<file path="config.mk">
export PLATFORM = sky130hd
export DESIGN_NAME = ttf_ctrl
export DESIGN_NICKNAME = d
export VERILOG_FILES = /design/src/sv/ttf_pkg.sv /design/src/sv/ttf_ctrl.sv
export SDC_FILE = /design/constraint.sdc
export NUM_CORES = 1
export LEC_CHECK = 0
export ABC_AREA = 1
export BUFFER_PORTS_ARGS = -buffer_cell sky130_fd_sc_hd__buf_2
export CORE_UTILIZATION = 57
export DETAILED_ROUTE_END_ITERATION = 8
export GPL_TIMING_DRIVEN = 0
export PLACE_DENSITY_LB_ADDON = 0.05
export SLEW_MARGIN = 40
export SYNTH_ARGS = -nofsm -noshare
export SYNTH_HDL_FRONTEND = slang
export SYNTH_SLANG_ARGS = --single-unit
</file>
<file path="constraint.sdc">
create_clock -name i_clk -period 2.07 [get_ports i_clk]
set_clock_uncertainty 0.15 [all_clocks]
set_input_delay 0.1035 -clock i_clk [delete_from_list [all_inputs] [get_ports i_clk]]
set_output_delay 0.1035 -clock i_clk [all_outputs]
set_load 0.05 [all_outputs]
</file>
<file path="src/sv/ttf_pkg.sv">
// Shared types, widths and controller-to-datapath command codes for the tangent frame block.
package ttf_pkg;

    localparam int PosW  = 32;
    localparam int TexW  = 18;
    localparam int DltW  = 19;
    localparam int EdgW  = 34;
    localparam int OpnW  = 31;
    localparam int PrdW  = 62;
    localparam int VecW  = 63;
    localparam int WrkW  = 64;
    localparam int NumW  = 47;
    localparam int LenW  = 31;
    localparam int UnitW = 16;
    localparam int IdxW  = 5;

    localparam int InDataW  = 136;
    localparam int OutDataW = 144;

    // normalization window [2^29, 2^30)
    localparam int LimLoBit = 29;
    localparam int LimHiBit = 30;

    localparam int UnitFrac = 15;
    localparam logic [UnitW-1:0] UnitMax = 16'd32767;

    // step numbers of the multiplier and the other sequenced loops
    localparam logic [IdxW-1:0] StepVecLast = 5'd19;
    localparam logic [IdxW-1:0] StepSq0     = 5'd20;
    localparam logic [IdxW-1:0] StepSqLast  = 5'd22;
    localparam logic [IdxW-1:0] RootLast    = 5'd31;
    localparam logic [IdxW-1:0] DivLast     = 5'd15;
    localparam logic [IdxW-1:0] EdgeLast    = 5'd5;
    localparam logic [IdxW-1:0] CompLast    = 5'd2;

    typedef logic signed [PosW-1:0]  t_pos;
    typedef logic signed [TexW-1:0]  t_tex;
    typedef logic signed [DltW-1:0]  t_dlt;
    typedef logic signed [EdgW-1:0]  t_edge;
    typedef logic signed [OpnW-1:0]  t_opnd;
    typedef logic signed [PrdW-1:0]  t_prod;
    typedef logic signed [VecW-1:0]  t_vec;
    typedef logic signed [WrkW-1:0]  t_wrk;
    typedef logic signed [UnitW-1:0] t_unit;

    typedef logic [3:0] t_op;

    localparam t_op OP_NOP     = 4'd0;
    localparam t_op OP_HOLD    = 4'd1;
    localparam t_op OP_EDGE    = 4'd2;
    localparam t_op OP_EMAX    = 4'd3;
    localparam t_op OP_ESHIFT  = 4'd4;
    localparam t_op OP_MUL     = 4'd5;
    localparam t_op OP_LOAD    = 4'd6;
    localparam t_op OP_WMAX    = 4'd7;
    localparam t_op OP_WSHIFT  = 4'd8;
    localparam t_op OP_RINIT   = 4'd9;
    localparam t_op OP_ROOT    = 4'd10;
    localparam t_op OP_DINIT   = 4'd11;
    localparam t_op OP_DIV     = 4'd12;
    localparam t_op OP_DSTORE  = 4'd13;
    localparam t_op OP_ZERO    = 4'd14;
    localparam t_op OP_PUBLISH = 4'd15;

    typedef struct packed {
        t_op            op;
        logic [IdxW-1:0] idx;
        logic [1:0]     vsel;
        logic           slot;
    } t_cmd;

    typedef struct packed {
        logic e_ok;
        logic w_zero;
        logic w_ok;
    } t_sts;

endpackage

</file>
<file path="src/sv/ttf_ctrl.sv">
// Sequencer for the tangent frame block: stream handshakes, corner count and datapath steps.
module ttf_ctrl
    import ttf_pkg::*;
(
    input  logic i_clk,
    input  logic i_rst_n,
    input  logic s_axis_tvalid,
    output logic s_axis_tready,
    output logic m_axis_tvalid,
    input  logic m_axis_tready,
    input  t_sts i_sts,
    output t_cmd o_cmd
);

    localparam logic [3:0] S_IDLE  = 4'd0;
    localparam logic [3:0] S_EMAX  = 4'd1;
    localparam logic [3:0] S_ESCL  = 4'd2;
    localparam logic [3:0] S_MUL   = 4'd3;
    localparam logic [3:0] S_MWAIT = 4'd4;
    localparam logic [3:0] S_LOAD  = 4'd5;
    localparam logic [3:0] S_WMAX  = 4'd6;
    localparam logic [3:0] S_WSCL  = 4'd7;
    localparam logic [3:0] S_SQ    = 4'd8;
    localparam logic [3:0] S_SWAIT = 4'd9;
    localparam logic [3:0] S_RINIT = 4'd10;
    localparam logic [3:0] S_ROOT  = 4'd11;
    localparam logic [3:0] S_DINIT = 4'd12;
    localparam logic [3:0] S_DIV   = 4'd13;
    localparam logic [3:0] S_DSTO  = 4'd14;
    localparam logic [3:0] S_DONE  = 4'd15;

    logic [3:0]      r_state, n_state;
    logic [IdxW-1:0] r_idx, n_idx;
    logic [1:0]      r_vsel, n_vsel;
    logic [1:0]      r_count, n_count;
    logic            r_out_valid, n_out_valid;
    logic            accept;

    assign s_axis_tready = (r_state == S_IDLE);
    assign m_axis_tvalid = r_out_valid;
    assign accept        = s_axis_tvalid && s_axis_tready;

    always_comb begin
        n_state     = r_state;
        n_idx       = r_idx;
        n_vsel      = r_vsel;
        n_count     = r_count;
        n_out_valid = r_out_valid;
        o_cmd.op    = OP_NOP;
        o_cmd.idx   = r_idx;
        o_cmd.vsel  = r_vsel;
        o_cmd.slot  = r_count[0];
        if (r_out_valid && m_axis_tready) begin
            n_out_valid = 1'b0;
        end
        unique case (r_state)
            S_IDLE: begin
                if (accept) begin
                    if (r_count != 2'd2) begin
                        o_cmd.op = OP_HOLD;
                        n_count  = r_count + 2'd1;
                    end else begin
                        o_cmd.op = OP_EDGE;
                        n_count  = 2'd0;
                        n_idx    = '0;
                        n_state  = S_EMAX;
                    end
                end
            end
            S_EMAX: begin
                o_cmd.op = OP_EMAX;
                if (r_idx == EdgeLast) begin
                    n_idx   = '0;
                    n_state = S_ESCL;
                end else begin
                    n_idx = r_idx + 1'b1;
                end
            end
            S_ESCL: begin
                if (i_sts.e_ok) begin
                    n_idx   = '0;
                    n_state = S_MUL;
                end else begin
                    o_cmd.op = OP_ESHIFT;
                end
            end
            S_MUL: begin
                o_cmd.op = OP_MUL;
                if (r_idx == StepVecLast) begin
                    n_state = S_MWAIT;
                end else begin
                    n_idx = r_idx + 1'b1;
                end
            end
            S_MWAIT: begin
                n_vsel  = 2'd0;
                n_state = S_LOAD;
            end
            S_LOAD: begin
                o_cmd.op = OP_LOAD;
                n_idx    = '0;
                n_state  = S_WMAX;
            end
            S_WMAX: begin
                o_cmd.op = OP_WMAX;
                if (r_idx == CompLast) begin
                    n_idx   = '0;
                    n_state = S_WSCL;
                end else begin
                    n_idx = r_idx + 1'b1;
                end
            end
            S_WSCL: begin
                if (i_sts.w_zero) begin
                    o_cmd.op = OP_ZERO;
                    if (r_vsel == 2'd2) begin
                        n_state = S_DONE;
                    end else begin
                        n_vsel  = r_vsel + 2'd1;
                        n_state = S_LOAD;
                    end
                end else if (i_sts.w_ok) begin
                    n_idx   = StepSq0;
                    n_state = S_SQ;
                end else begin
                    o_cmd.op = OP_WSHIFT;
                end
            end
            S_SQ: begin
                o_cmd.op = OP_MUL;
                if (r_idx == StepSqLast) begin
                    n_state = S_SWAIT;
                end else begin
                    n_idx = r_idx + 1'b1;
                end
            end
            S_SWAIT: begin
                n_state = S_RINIT;
            end
            S_RINIT: begin
                o_cmd.op = OP_RINIT;
                n_idx    = RootLast;
                n_state  = S_ROOT;
            end
            S_ROOT: begin
                o_cmd.op = OP_ROOT;
                if (r_idx == '0) begin
                    n_state = S_DINIT;
                end else begin
                    n_idx = r_idx - 1'b1;
                end
            end
            S_DINIT: begin
                o_cmd.op = OP_DINIT;
                n_idx    = DivLast;
                n_state  = S_DIV;
            end
            S_DIV: begin
                o_cmd.op = OP_DIV;
                if (r_idx == '0) begin
                    n_state = S_DSTO;
                end else begin
                    n_idx = r_idx - 1'b1;
                end
            end
            S_DSTO: begin
                o_cmd.op = OP_DSTORE;
                if (r_vsel == 2'd2) begin
                    n_state = S_DONE;
                end else begin
                    n_vsel  = r_vsel + 2'd1;
                    n_state = S_LOAD;
                end
            end
            S_DONE: begin
                if (!r_out_valid || m_axis_tready) begin
                    o_cmd.op    = OP_PUBLISH;
                    n_out_valid = 1'b1;
                    n_state     = S_IDLE;
                end
            end
            default: begin
                n_state = S_IDLE;
            end
        endcase
    end

    always_ff @(posedge i_clk) begin
        if (!i_rst_n) begin
            r_state     <= S_IDLE;
            r_idx       <= '0;
            r_vsel      <= '0;
            r_count     <= '0;
            r_out_valid <= 1'b0;
        end else begin
            r_state     <= n_state;
            r_idx       <= n_idx;
            r_vsel      <= n_vsel;
            r_count     <= n_count;
            r_out_valid <= n_out_valid;
        end
    end

endmodule

</file>
### Yosys cells after proc, flatten, opt, wreduce, memory -nomap -nowiden

Index checks and enable logic that the tools add are counted.

* add/subtract/negate cells: 4
* multiply operators: 0
* divide/modulo/power cells: 0
* order comparisons: 0
* eq/ne operators: 38
* shifts and indexed selects: 0
* mux-type cells: 39
* bitwise operators: 0
* reduce and logical (&&, ||, !) cells: 14

Operator list (number)
* two-way mux 4 bit: 16
* one-hot mux 4 bit (16 select lines): 1
* one-hot mux 5 bit (11 select lines): 1
* one-hot mux 4 bit (13 select lines): 1
* two-way mux 5 bit: 10
* == test 4 bit (second input constant): 8
* != test 2 bit (second input constant): 16
* == test 4 x 3 -> 1 bit (second input constant): 4
* AND reduction 11 bit: 1
* nonzero test 11 bit: 1
* == test 5 bit (second input constant): 2
* two-way mux 2 bit: 5
* AND reduction 9 bit: 1
* == test 4 x 2 -> 1 bit (second input constant): 2
* one-hot mux 2 bit (3 select lines): 1
* adder 5 x 1 -> 5 bit (second input constant): 1
* == test 5 x 2 -> 1 bit (second input constant): 1
* == test 5 x 3 -> 1 bit (second input constant): 1
* zero test 5 bit: 1
* subtractor 5 x 1 -> 5 bit (second input constant): 1
* adder 2 x 1 -> 2 bit (second input constant): 2
* == test 4 x 1 -> 1 bit (second input constant): 1
* zero test 4 bit: 1
* AND reduction 2 bit: 2
* 10 further kinds: 14

* bits in registers: 14
* latch bits: 0
* bits in writable memories: 0
* ROM bits: 0
* bits of input ports: 7
* memories: 0

### Logic depth before layout (Yosys ltp)

Gate-level depths: netlist (run 1).

* depth in word-level cells: 4
* depth in mapped cells: 12
* mapped depth without buffers: 12

### Least setup slack after synthesis (run 1)

OpenSTA, ideal clock, no wires.

* path type: register to register
* from: reg r_idx[0]
* to: reg r_idx[0]
* setup time: 0.072 ns
* data arrival time: 1.876 ns
* required time: 1.848 ns
* path slack: -0.028 ns
* cell stages (with the launch flop): 12
* period minus slack after synthesis: 2.098 ns
* cells stage by stage: dfxtp_1 > inv_1 > ha_1 > nand2_1 > nor2_1 > nand2_2 > nand2_2 > nor2_4 > nand2_2 > nor2_4 > nand2_1 > a21oi_1

* word-level cells in the longest chain between the ends: 3

RTL lines
* from (decl): line ttf_ctrl.sv:33 `logic [IdxW-1:0] r_idx, n_idx;`
* from (signal assigned): line ttf_ctrl.sv:197 `r_idx <= n_idx;`
* subtractor 5 x 1 -> 5 bit (tied with other cells): line ttf_ctrl.sv:150, ttf_ctrl.sv:163
* two-way mux 5 bit (tied with other cells): line ttf_ctrl.sv:147, ttf_ctrl.sv:160
* one-hot mux 5 bit (11 select lines) / AND reduction 9 bit (equally long branches)

Several ways; a longest one is shown, not always the timed one. The select of a mux whose other input is x is not followed.
A chain may end at the register's enable or synchronous reset.

==> results of run 1 <==
-- metrics by stage --
stage               total power (W)  setup slack (ns)
finish                     0.002129           0.06700
global route               0.002306          0.005085
CTS                        0.002067          -0.05126
detailed placement         0.001908            0.1805
global placement           0.001905            0.1738
floorplan                  0.001631            0.1013
-- worst min-delay path by stage --
stage / from / end / slack, ns / cells after the start
after floorplan: i_rst_n / r_state[0] / 0.07 / 2
final: i_sts[1] / r_state[0] / 0.12 / 5
after detailed placement: i_rst_n / r_state[0] / 0.24 / 3
after global routing: i_sts[1] / r_state[0] / 0.15 / 5
after CTS: i_sts[1] / r_state[0] / 0.12 / 5
after global placement: i_rst_n / r_state[0] / 0.23 / 3
-- cell type report --
class | instances | area (um2) | area share
Sequential cell | 14 | 286.5 | 0.1712
Timing Repair Buffer | 22 | 125.1 | 0.07474
Inverter | 34 | 136.4 | 0.08146
Buffer | 2 | 12.51 | 0.007474
Clock buffer | 3 | 22.52 | 0.01345
Tap cell | 28 | 35.03 | 0.02093
Multi-Input combinational cell | 193 | 1056 | 0.6308
-- layer usage --
layer / vias up / part of all wire / global-route usage
met1: 683 / 0.53 / 0.4512
li1: 825 / - / -
met3: 4 / 0.075 / 0.03478
met5: - / 0 / 0
met4: 0 / 0.0054 / 0.06579
met2: 68 / 0.39 / 0.3903
-- kinds of logic (layout without fill, tap and decap cells) --
family          count (synthesis)  count (layout)  synth area share
fa+ha+maj                       6               6           0.05146
buf+inv                        36              61           0.09948
compound gates                 32              32            0.1252
flops                          14              14            0.1921
xor+xnor                        4               4           0.02401
simple gates                  151             151            0.5077
-- synth_stat cells, drive strengths merged --
cell / count
a31oi: 2
clkinv: 2
o21ai: 9
ha: 6
a21oi: 17
a211oi: 2
xor2: 4
nand3b: 1
nand2: 81
o2111ai: 2
nor2: 44
buf: 2
dfxtp: 14
nand3: 16
nand4: 4
inv: 32
nor3: 4
or2: 1
-- registers in the layout (all words and copies together) (netlist names) --
signal / count
m_axis_tvalid: 1
r_count: 2
r_idx: 5
r_state: 4
r_vsel: 2
-- report_power, final --
part	switching (W)	internal [W]	leakage, nW	total [W]
logic	0.00106	0.000474	0.726	0.00154
registers	0.000102	0.000334	0.116	0.000437
clock network	0.0000867	0.0000674	0.0138	0.000154
total	0.00125	0.000876	0.855	0.00213
-- tightest hold or removal path, delay by kind of cell --
kind                   cells  cell delay [ns]
and+or+nand+nor            4             0.31
buffers and inverters      1             0.10
-- what timing repair did --
action / in CTS / in global routing
setup buffers: 0 / 0
hold buffers: 2 / 0
hold endpoints to repair: 6 / 0
gates resized for setup: 0 / 14
endpoints found under the setup margin: 3 / 6
==> key figures, run 1 <==
Setup path
  • R2r endpoint: r_state[2]
  • Reg-to-reg setup timing slack: 0.22 ns
  • Crit end category: output port
  • Crit Path Category: reg2out
  • Critical path required time: 1.82 ns
  • Worst r2r src: r_idx[1]
  • Critical path cell sequence: nor2_2 > nand2_1 > nor2_1 > inv_1 > o2111ai_1 > clkbuf_4
  • Kind of cell adding the most delay to the critical path: simple AND/OR/NAND/NOR gates
  • Crit start category: flop
  • Crit-path max cell delay: 0.38 ns
  • Worst path depth: 6
  • CP Launch Point: r_state[0]
  • CP Max Fanout: 6
  • WP data arrival: 1.75 ns
  • Worst Setup EP: o_cmd[9]
  • Crit-path slowest cell: dfxtp_2
  • Worst path bufs/invs: 2
  • Reg2Reg Depth: 8

Final layout
  • Fin util: 0.7221
  • Post-Layout Cell Count: 296
  • Diodes inserted: 0
  • Nets: 283
  • Layout cells sized above 1: 0.2799
  • Final instance area: 0.001674 mm2
  • Number of fill cells: 213
  • Most common cell after layout, fill and taps aside: nand2_1
  • Commonest non-fill, non-tap cells in the layout: 63 x nand2_1, 33 x nor2_1, 27 x inv_1
  • P&R area growth vs syn: 14.75%

Timing
  • Hold_ws: 0.1239 ns
  • Highest Clock Rate: 0.4993 GHz
  • Fin crit share: 0.9676
  • Slew @ Worst Pin: 0.2955 ns
  • Final Setup Violations: 0
  • Hold Violations, Final: 0
  • Slew margin rel.: 0.8030
  • Slew Limit Fails: 0
  • Unrepaired setup endpoints after global routing: no
  • Post-layout min period: 2.003 ns
  • Setup TNS: 0 ns

Clock network
  • Clk slew on worst S/H paths: 0.09 ns
  • Total CTS buffers: 3
  • CTS tree: yes
  • Skew-Pair Late Insertion Delay: 0.28 ns
  • Root Driver: clkbuf_4
  • CTS Buffer Depth: 2
  • H-tree levels: 1
  • CTS sink count: 14

Placement
  • Area post-placement: 0.001595 mm2
  • Placed Cells: 291
  • IO Port Bufs: 20
  • DP HPWL: 2819 um
  • GP Congestion: 0.9253

Floorplanning
  • IO Count: 21
  • Starting density of the core: 0.6292
  • Row cnt: 17
  • Die Span X: 52.59 um
  • Core area: 0.002318 mm2
  • Chip height: 52.59 um
  • Total die area: 0.002766 mm2

Routing
  • Antenna-violating nets left: 0
  • Drt drc: 0
  • Final wirelength: 3517 um
  • Vias per inst: 5.338
  • Drt initial violations: 53
  • Pre-Repair DR Iteration Count: 4
  • WL per Instance: 11.88 um
  • Via count: 1580

Min path
  • Min-Delay Path Class: in2reg

Global route
  • GR Util All Layers: 0.2832
  • First-pass GRT wire length: 5782 um
  • Pin count of the biggest net entering global routing: 10
  • Initial antenna violation count: 0
  • GRT Residual Overflow: 0
  • Vias in the first global route: 1289

Power and ir drop
  • Leak Pwr: 0.8553 nW
  • PD cells: 1272 mW/mm2
  • VDD IR max: 1.011 mV

Synth
  • Synth top area cells: dfxtp_1 19%, nand2_1 16%, nor2_1 9.0%
  • Syn_area_per_cell: 6.004 um2
  • Synth Register Bits: 14
  • Library cells used by synthesis: 30
  • Area share of the largest cell type after synthesis: 0.1921
  • Synth warn: 0
  • Cell area after synthesis: 0.001459 mm2
  • Register area share after synthesis: 0.1921
  • Yosys top cell by area: dfxtp_1
  • Synth Net Count: 256
  • Post-synthesis cell count: 243

Outcome
  • Status: finished, final reports clean

Job
  • Max-cap violation count: 0
Note: power is estimated with default switching activity, not from simulation.
==> run 2: changes to the inputs <==
Settings changed: CORE_UTILIZATION 57 to 60.
Clock period 2.07 ns to 2.6 ns, I/O delays scaled along.
==> key figures, run 2 (synthesized netlist as in run 1, its figures left out) <==
Timing
  • Highest Clock Rate: 0.4599 GHz
  • Slew margin rel.: 0.6928 (-0.1102)
  • Post-layout min period: 2.175 ns
  • Fin crit share: 0.8364
  • Hold_ws: 0.1290 ns (+0.005129 ns)
  • Setup ws final: 0.4254 ns (+0.3584 ns)
  • Setup TNS: 0 ns (unchanged)
  • Final Setup Violations: 0 (unchanged)
  • Slew @ Worst Pin: 0.4591 ns (+0.1636 ns)
  • Hold Violations, Final: 0 (unchanged)
  • Slew Limit Fails: 0 (unchanged)
  • Unrepaired setup endpoints after global routing: no

Final layout
  • Final instance area: 0.001637 mm2 (-2.2%)
  • Layout cells sized above 1: 0.2425 (-0.03731)
  • Top reg by flops: r_idx
  • Nets: 283 (unchanged)
  • Largest regs: r_idx: 5 flops, r_state: 4 flops
  • Multi-input logic area: 0.001033 mm2 (-2.1%)
  • Fin util: 0.7259 (+0.003788)
  • Register area: 280.3 um2 (-2.2%)
  • P&R area growth vs syn: 12.18%
  • Most common cell after layout, fill and taps aside: nand2_1
  • Number of fill cells: 220 (+3.3%)
  • Max FFs per register: 5 (unchanged)
  • Diodes inserted: 0 (unchanged)
  • Commonest non-fill, non-tap cells in the layout: 64 x nand2_1, 35 x nor2_1, 28 x inv_1

Floorplanning
  • Core area: 0.002255 mm2 (-2.8%)
  • Die Span X: 51.31 um (-2.4%)
  • Chip height: 51.31 um (-2.4%)
  • Starting density of the core: 0.6471 (+0.01781)
  • IO Count: 21 (unchanged)
  • Total die area: 0.002633 mm2 (-4.8%)
  • Row cnt: 17 (unchanged)

Routing
  • Antenna-violating nets left: 0 (unchanged)
  • Drt drc: 0 (unchanged)
  • WL per Instance: 11.73 um (-1.3%)
  • Vias per inst: 5.385 (+0.89%)
  • Final wirelength: 3473 um (-1.3%)
  • Drt initial violations: 75 (+42%)
  • Pre-Repair DR Iteration Count: 4 (unchanged)
  • Via count: 1594 (+0.89%)

Clock network
  • Root Driver: clkbuf_4
  • Total CTS buffers: 3 (unchanged)
  • CTS Buffer Depth: 2 (unchanged)
  • Skew-Pair Late Insertion Delay: 0.29 ns (about the same)
  • Postcts setup bufs: 0 (unchanged)
  • Clk slew on worst S/H paths: 0.09 ns (about the same)
  • H-tree levels: 1 (unchanged)
  • CTS sink count: 14 (unchanged)
  • CTS tree: yes

Min path
  • Min-Delay Path Class: in2reg
  • Hold path depth: 5 (unchanged)

Setup path
  • Worst path depth: 8 (+2)
  • Crit start category: flop
  • Reg2Reg Depth: 9 (+1)
  • Critical path cell sequence: nor2_1 > nand2_1 > o21ai_2 > inv_2 > nand2_1 > nor2_1 > nand4_1 > buf_2
  • Crit-path max cell delay: 0.39 ns (about the same)
  • Crit end category: output port
  • Worst Setup EP: o_cmd[10]
  • Crit Path Category: reg2out
  • Critical path required time: 2.32 ns (+0.50 ns)
  • Worst r2r src: r_idx[0]
  • CP Max Fanout: 5 (-1)
  • Worst path bufs/invs: 2 (unchanged)
  • Kind of cell adding the most delay to the critical path: simple AND/OR/NAND/NOR gates
  • Crit-path slowest cell: nor2_1
  • R2r endpoint: r_state[2]
  • CP Launch Point: r_state[3]
  • Reg-to-reg setup timing slack: 0.65 ns (+0.43 ns)
  • WP data arrival: 1.89 ns (+0.14 ns)

Power and ir drop
  • Switching share of total power: 0.6006 (+0.01186)
  • Leak Pwr: 0.8503 nW (-0.59%)
  • Clock Power Share: 0.078 (+0.006)
  • Sw power: 0.001009 W (-20%)
  • VDD IR max: 0.7035 mV (-30%)
  • Pint: 0.0006706 W (-23%)
  • Fraction of power consumed by sequential logic: 0.195 (-0.010)
  • Comb pwr share: 0.727 (+0.005)
  • PD cells: 1026 mW/mm2 (-19%)

Placement
  • GP Congestion: 0.9312 (+0.64%)
  • DP HPWL: 2738 um (-2.8%)
  • IO Port Bufs: 20 (unchanged)
  • Area post-placement: 0.001594 mm2 (about the same)
  • Pre-CTS setup slack: 0.7053 ns (+0.5248 ns)

Global route
  • Pin count of the biggest net entering global routing: 10 (unchanged)
  • Initial antenna violation count: 0 (unchanged)
  • GR Util All Layers: 0.2842 (+0.0009874)
  • GRT Residual Overflow: 0 (unchanged)
  • Vias in the first global route: 1269 (-1.6%)
  • First-pass GRT wire length: 5637 um (-2.5%)

Job
  • Max-cap violation count: 0 (unchanged)

Outcome
  • Status: finished, final reports clean
## run 2: cell count changes in the layout (fill, tap and decap cells not counted), moves of 2 or more
cell,previous run,this run
buf_2,19,21
nor2_1,33,35
dfxtp_1,9,14
dfxtp_2,5,0
nor2_4,5,3
## run 2: worst reg2reg max path: cells and delay by family (launching register included)
kind	cells	cell delay (ns)
buffers and inverters	1	0.23
DFF	1	0.38
AOI/OAI and AO/OA	2	0.27
and+or+nand+nor	5	0.62
adders and majority gates	1	0.21
## run 2: worst min-delay path by stage
stage | slack (ns) | to | startpoint
2_1_floorplan | 0.10 | r_state[0] | i_rst_n
3_3_place_gp | 0.27 | r_state[0] | i_rst_n
3_5_place_dp | 0.27 | r_state[0] | i_rst_n
4_1_cts | 0.13 | r_state[0] | i_sts[1]
5_1_grt | 0.16 | r_state[0] | i_sts[1]
6_report | 0.13 | r_state[0] | i_sts[1]
## run 2: area by class of cell
| cell class | count | area share |
|---|---|---|
| inverter | 34 | 0.08104 |
| timing repair buffer | 22 | 0.07339 |
| buffer | 2 | 0.007645 |
| sequential | 14 | 0.1713 |
| tap | 28 | 0.02141 |
| multi-input combinational | 193 | 0.6315 |
| clock buffer | 3 | 0.01376 |
## run 2: what timing repair did
action                    in CTS  in global routing
hold endpoints to repair       6                  0
gates resized for setup        0                  0
hold buffers                   2                  0
## run 2: power groups by stage
| stage | logic (W) | registers, W | clock network [W] |
|---|---|---|---|
| CTS | 0.00121 | 0.000326 | 0.000135 |
| finish | 0.00122 | 0.000328 | 0.000131 |
| global route | 0.00133 | 0.000333 | 0.000139 |
| floorplan | 0.000929 | 0.000368 | 0 |
| global placement | 0.00119 | 0.000330 | 0 |
| detailed placement | 0.00120 | 0.000331 | 0 |
## run 2: stage by stage
stage | std cells | total power, W
after CTS | 296 | 0.001668
after global routing | 296 | 0.001798
after floorplan | 243 | 0.001297
after detailed placement | 291 | 0.001528
after global placement | 291 | 0.001518
final | 296 | 0.001679
## run 2: layer usage
layer / up-vias / wire, um / GRT usage
met2: 84 / 1397 / 0.4013
met5: - / 0 / 0
met1: 682 / 1689 / 0.4365
met4: 0 / 21 / 0.09459
met3: 3 / 365 / 0.03274
li1: 825 / - / -
==> run 3: changes to the inputs <==
Settings changed: ABC_AREA 1 to 0, CORE_UTILIZATION 60 to 51.
Clock period 2.6 ns to 1.9 ns, I/O delays scaled along.
==> key figures, run 3 <==
Floorplanning
  • Chip height: 54.61 um (+6.4%)
  • Starting density of the core: 0.5546 (-0.09249)
  • Die Span X: 54.61 um (+6.4%)
  • Core area: 0.002545 mm2 (+13%)
  • IO Count: 21 (unchanged)
  • Total die area: 0.002982 mm2 (+13%)
  • Row cnt: 18 (+1)

Timing
  • Setup ws final: -0.2242 ns (-0.6497 ns)
  • Slew margin rel.: 0.7441 (+0.05123)
  • Fin crit share: 1.118
  • Slew @ Worst Pin: 0.3799 ns (-0.07916 ns)
  • Unrepaired setup endpoints after global routing: yes
  • Post-layout min period: 2.124 ns
  • Final Setup Violations: 13 (+13)
  • Setup TNS: -1.643 ns (-1.643 ns)
  • Highest Clock Rate: 0.4708 GHz
  • Hold Violations, Final: 0 (unchanged)
  • Slew Limit Fails: 0 (unchanged)

Final layout
  • Diodes inserted: 0 (unchanged)
  • Top reg by flops: r_idx
  • Commonest non-fill, non-tap cells in the layout: 16 x nand2_1, 16 x buf_2, 15 x buf_4
  • Fin util: 0.8053 (+0.07945)
  • Nets: 235 (-17%)
  • Max FFs per register: 5 (unchanged)
  • Layout cells sized above 1: 0.4480 (+0.2054)
  • Post-Layout Cell Count: 251 (-15%)
  • Largest regs: r_idx: 5 flops, r_state: 4 flops
  • P&R area growth vs syn: 45.21%

Power and ir drop
  • Tot Pwr: 0.001970 W (+17%)
  • VDD IR max: 1.239 mV (+76%)
  • Leak Pwr: 0.7989 nW (-6.0%)
  • PD cells: 961.2 mW/mm2 (-6.3%)

Setup path
  • Crit Path Category: reg2reg
  • Crit start category: flop
  • Critical path required time: 1.92 ns (-0.40 ns)
  • CP Max Fanout: 6 (+1)
  • WP data arrival: 2.15 ns (+0.26 ns)
  • Crit end category: flop

Placement
  • GP Congestion: 0.9225 (-0.93%)
  • IO Port Bufs: 20 (unchanged)
  • Placed Cells: 231 (-21%)
  • DP HPWL: 3100 um (+13%)
  • Pre-CTS setup slack: -0.3341 ns (-1.039 ns)

Synth
  • Xor and xnor fraction of the mapped netlist area: 0.03014 (+0.006128)
  • Post-synthesis cell count: 181 (-26%)
  • Yosys top cell by area: dfxtp_1
  • Syn_area_per_cell: 7.798 um2 (+30%)
  • Synth Area in Compound Gates: 0.3147 (+0.1895)
  • Area share of the largest cell type after synthesis: 0.1986 (+0.006472)
  • Synth Register Bits: 14 (unchanged)
  • Synth Flop Type: dfxtp_1
  • Library cells used by synthesis: 65 (+120%)
  • Adder-cell share of the synthesized area: 0.05319 (+0.001734)
  • Top cells by instance count after synthesis: 18 x nand2_1, 14 x dfxtp_1, 12 x a21oi_1, 10 x nor2_1, 9 x inv_1
  • Synth Net Count: 194 (-24%)
  • Post-synth EDFFs: 0 (unchanged)
  • Most common cell in the synthesized netlist: nand2_1
  • Simple-gate share of the synthesized area: 0.2952 (-0.2125)
  • Synth warn: 0 (unchanged)
  • Mux share of post-synthesis cell area: 0.01507 (+0.01507)
  • Fraction of registers with async set/reset: 0 (unchanged)
  • Cell area after synthesis: 0.001411 mm2 (-3.3%)
  • Synth top area cells: dfxtp_1 20%, ha_1 5.3%, nand2_1 4.8%
  • Register area share after synthesis: 0.1986 (+0.006472)
  • Largest family of logic cells by synthesized area: compound AO/OA/AOI/OAI gates

Clock network
  • CTS tree: yes
  • Total CTS buffers: 3 (unchanged)
  • Root Driver: clkbuf_4
  • H-tree levels: 1 (unchanged)
  • Skew-Pair Late Insertion Delay: 0.29 ns (about the same)
  • Clk slew on worst S/H paths: 0.08 ns (about the same)
  • CTS Buffer Depth: 2 (unchanged)
  • CTS sink count: 14 (unchanged)

Routing
  • Drt initial violations: 123 (+64%)
  • Pre-Repair DR Iteration Count: 7 (+3)
  • Drt drc: 0 (unchanged)
  • WL per Instance: 19.61 um (+67%)
  • Antenna-violating nets left: 0 (unchanged)
  • Vias per inst: 6.865 (+27%)
  • Final wirelength: 4922 um (+42%)
  • Via count: 1723 (+8.1%)

Outcome
  • Failing checks: negative setup slack
  • Status: finished with violations

Global route
  • Initial antenna violation count: 0 (unchanged)
  • Pin count of the biggest net entering global routing: 11 (+1)
  • Vias in the first global route: 1575 (+24%)
  • First-pass GRT wire length: 7314 um (+30%)
  • GRT Residual Overflow: 0 (unchanged)
  • GR Util All Layers: 0.3431 (+0.05888)

Min path
  • Min-Delay Path Class: in2reg

Job
  • Max-cap violation count: 0 (unchanged)
run 3: cell count changes after synthesis, sizes merged, moves of 5 or more:
cell / previous run / this run
nand3: 16 / 4
nor2b: 0 / 7
inv: 32 / 10
a21oi: 17 / 12
o211ai: 0 / 5
nand2: 81 / 19
buf: 2 / 12
nor2: 44 / 11
run 3: cell type report:
class                      instances  area (um2)
buffer                            14       168.9
timing repair buffer              36       267.8
sequential                        14       305.3
clock buffer                       3       22.52
multi-input combinational        143        1196
inverter                          10       47.55
fill                             165       495.5
tap                               30       37.54
clock inverter                     1       3.754
run 3: cell families (layout without fill, tap and decap cells):
group / count (synthesis) / count (layout)
buffers and inverters: 24 / 64
AOI/OAI and AO/OA: 62 / 62
DFF: 14 / 14
xor gates and xnor gates: 4 / 4
adders and majority gates: 6 / 6
and+or+nand+nor: 69 / 69
muxes: 2 / 2
run 3: where the power goes:
group | switching, W | internal, W
logic | 0.000835 | 0.000597
clock network | 0.0000980 | 0.0000763
registers | 0.0000407 | 0.000323
run 3: per-stage QoR:
stage / instance area, um2 / hold slack [ns]
global route: 2049 / 0.08013
finish: 2049 / 0.05797
global placement: 1658 / 0.2370
floorplan: 1520 / 0.06880
detailed placement: 1658 / 0.2307
CTS: 1877 / 0.02528
run 3: repair_timing:
action / CTS / global route
pin swaps: 12 / 19
hold buffers: 1 / 0
buffers inserted: 10 / 5
gates resized for setup: 30 / 29
setup endpoints to repair: 15 / 14
gates cloned: 0 / 0
endpoints found under the hold margin: 3 / 0
run 3: path summary, 6_finish.rpt:
path	to	slack, ns	cells after the start	startpoint
worst max-delay path	r_idx[0]	-0.22	7	r_idx[1]
worst min-delay path	m_axis_tvalid	0.06	3	m_axis_tready
worst max register to register	r_idx[0]	-0.22	7	r_idx[1]
worst min register to register	r_count[1]	0.33	2	r_count[1]
run 3: worst max-delay path, stage by stage, from the launching register on:
cell	delay, ns
dfxtp_4	0.38
ha_4	0.16
and4bb_2	0.24
a32oi_1	0.20
nand3b_1	0.19
o31a_1	0.35
buf_6	0.15
a22o_1	0.20
run 3: metal layers:
metal,global-route usage,part of all wire,wire (um),vias up
met3,0.08889,0.10,511,30
li1,-,-,-,771
met2,0.5321,0.48,2346,124
met4,0.1325,0.032,159,0
met1,0.4478,0.39,1904,798
met5,0,0,0,-
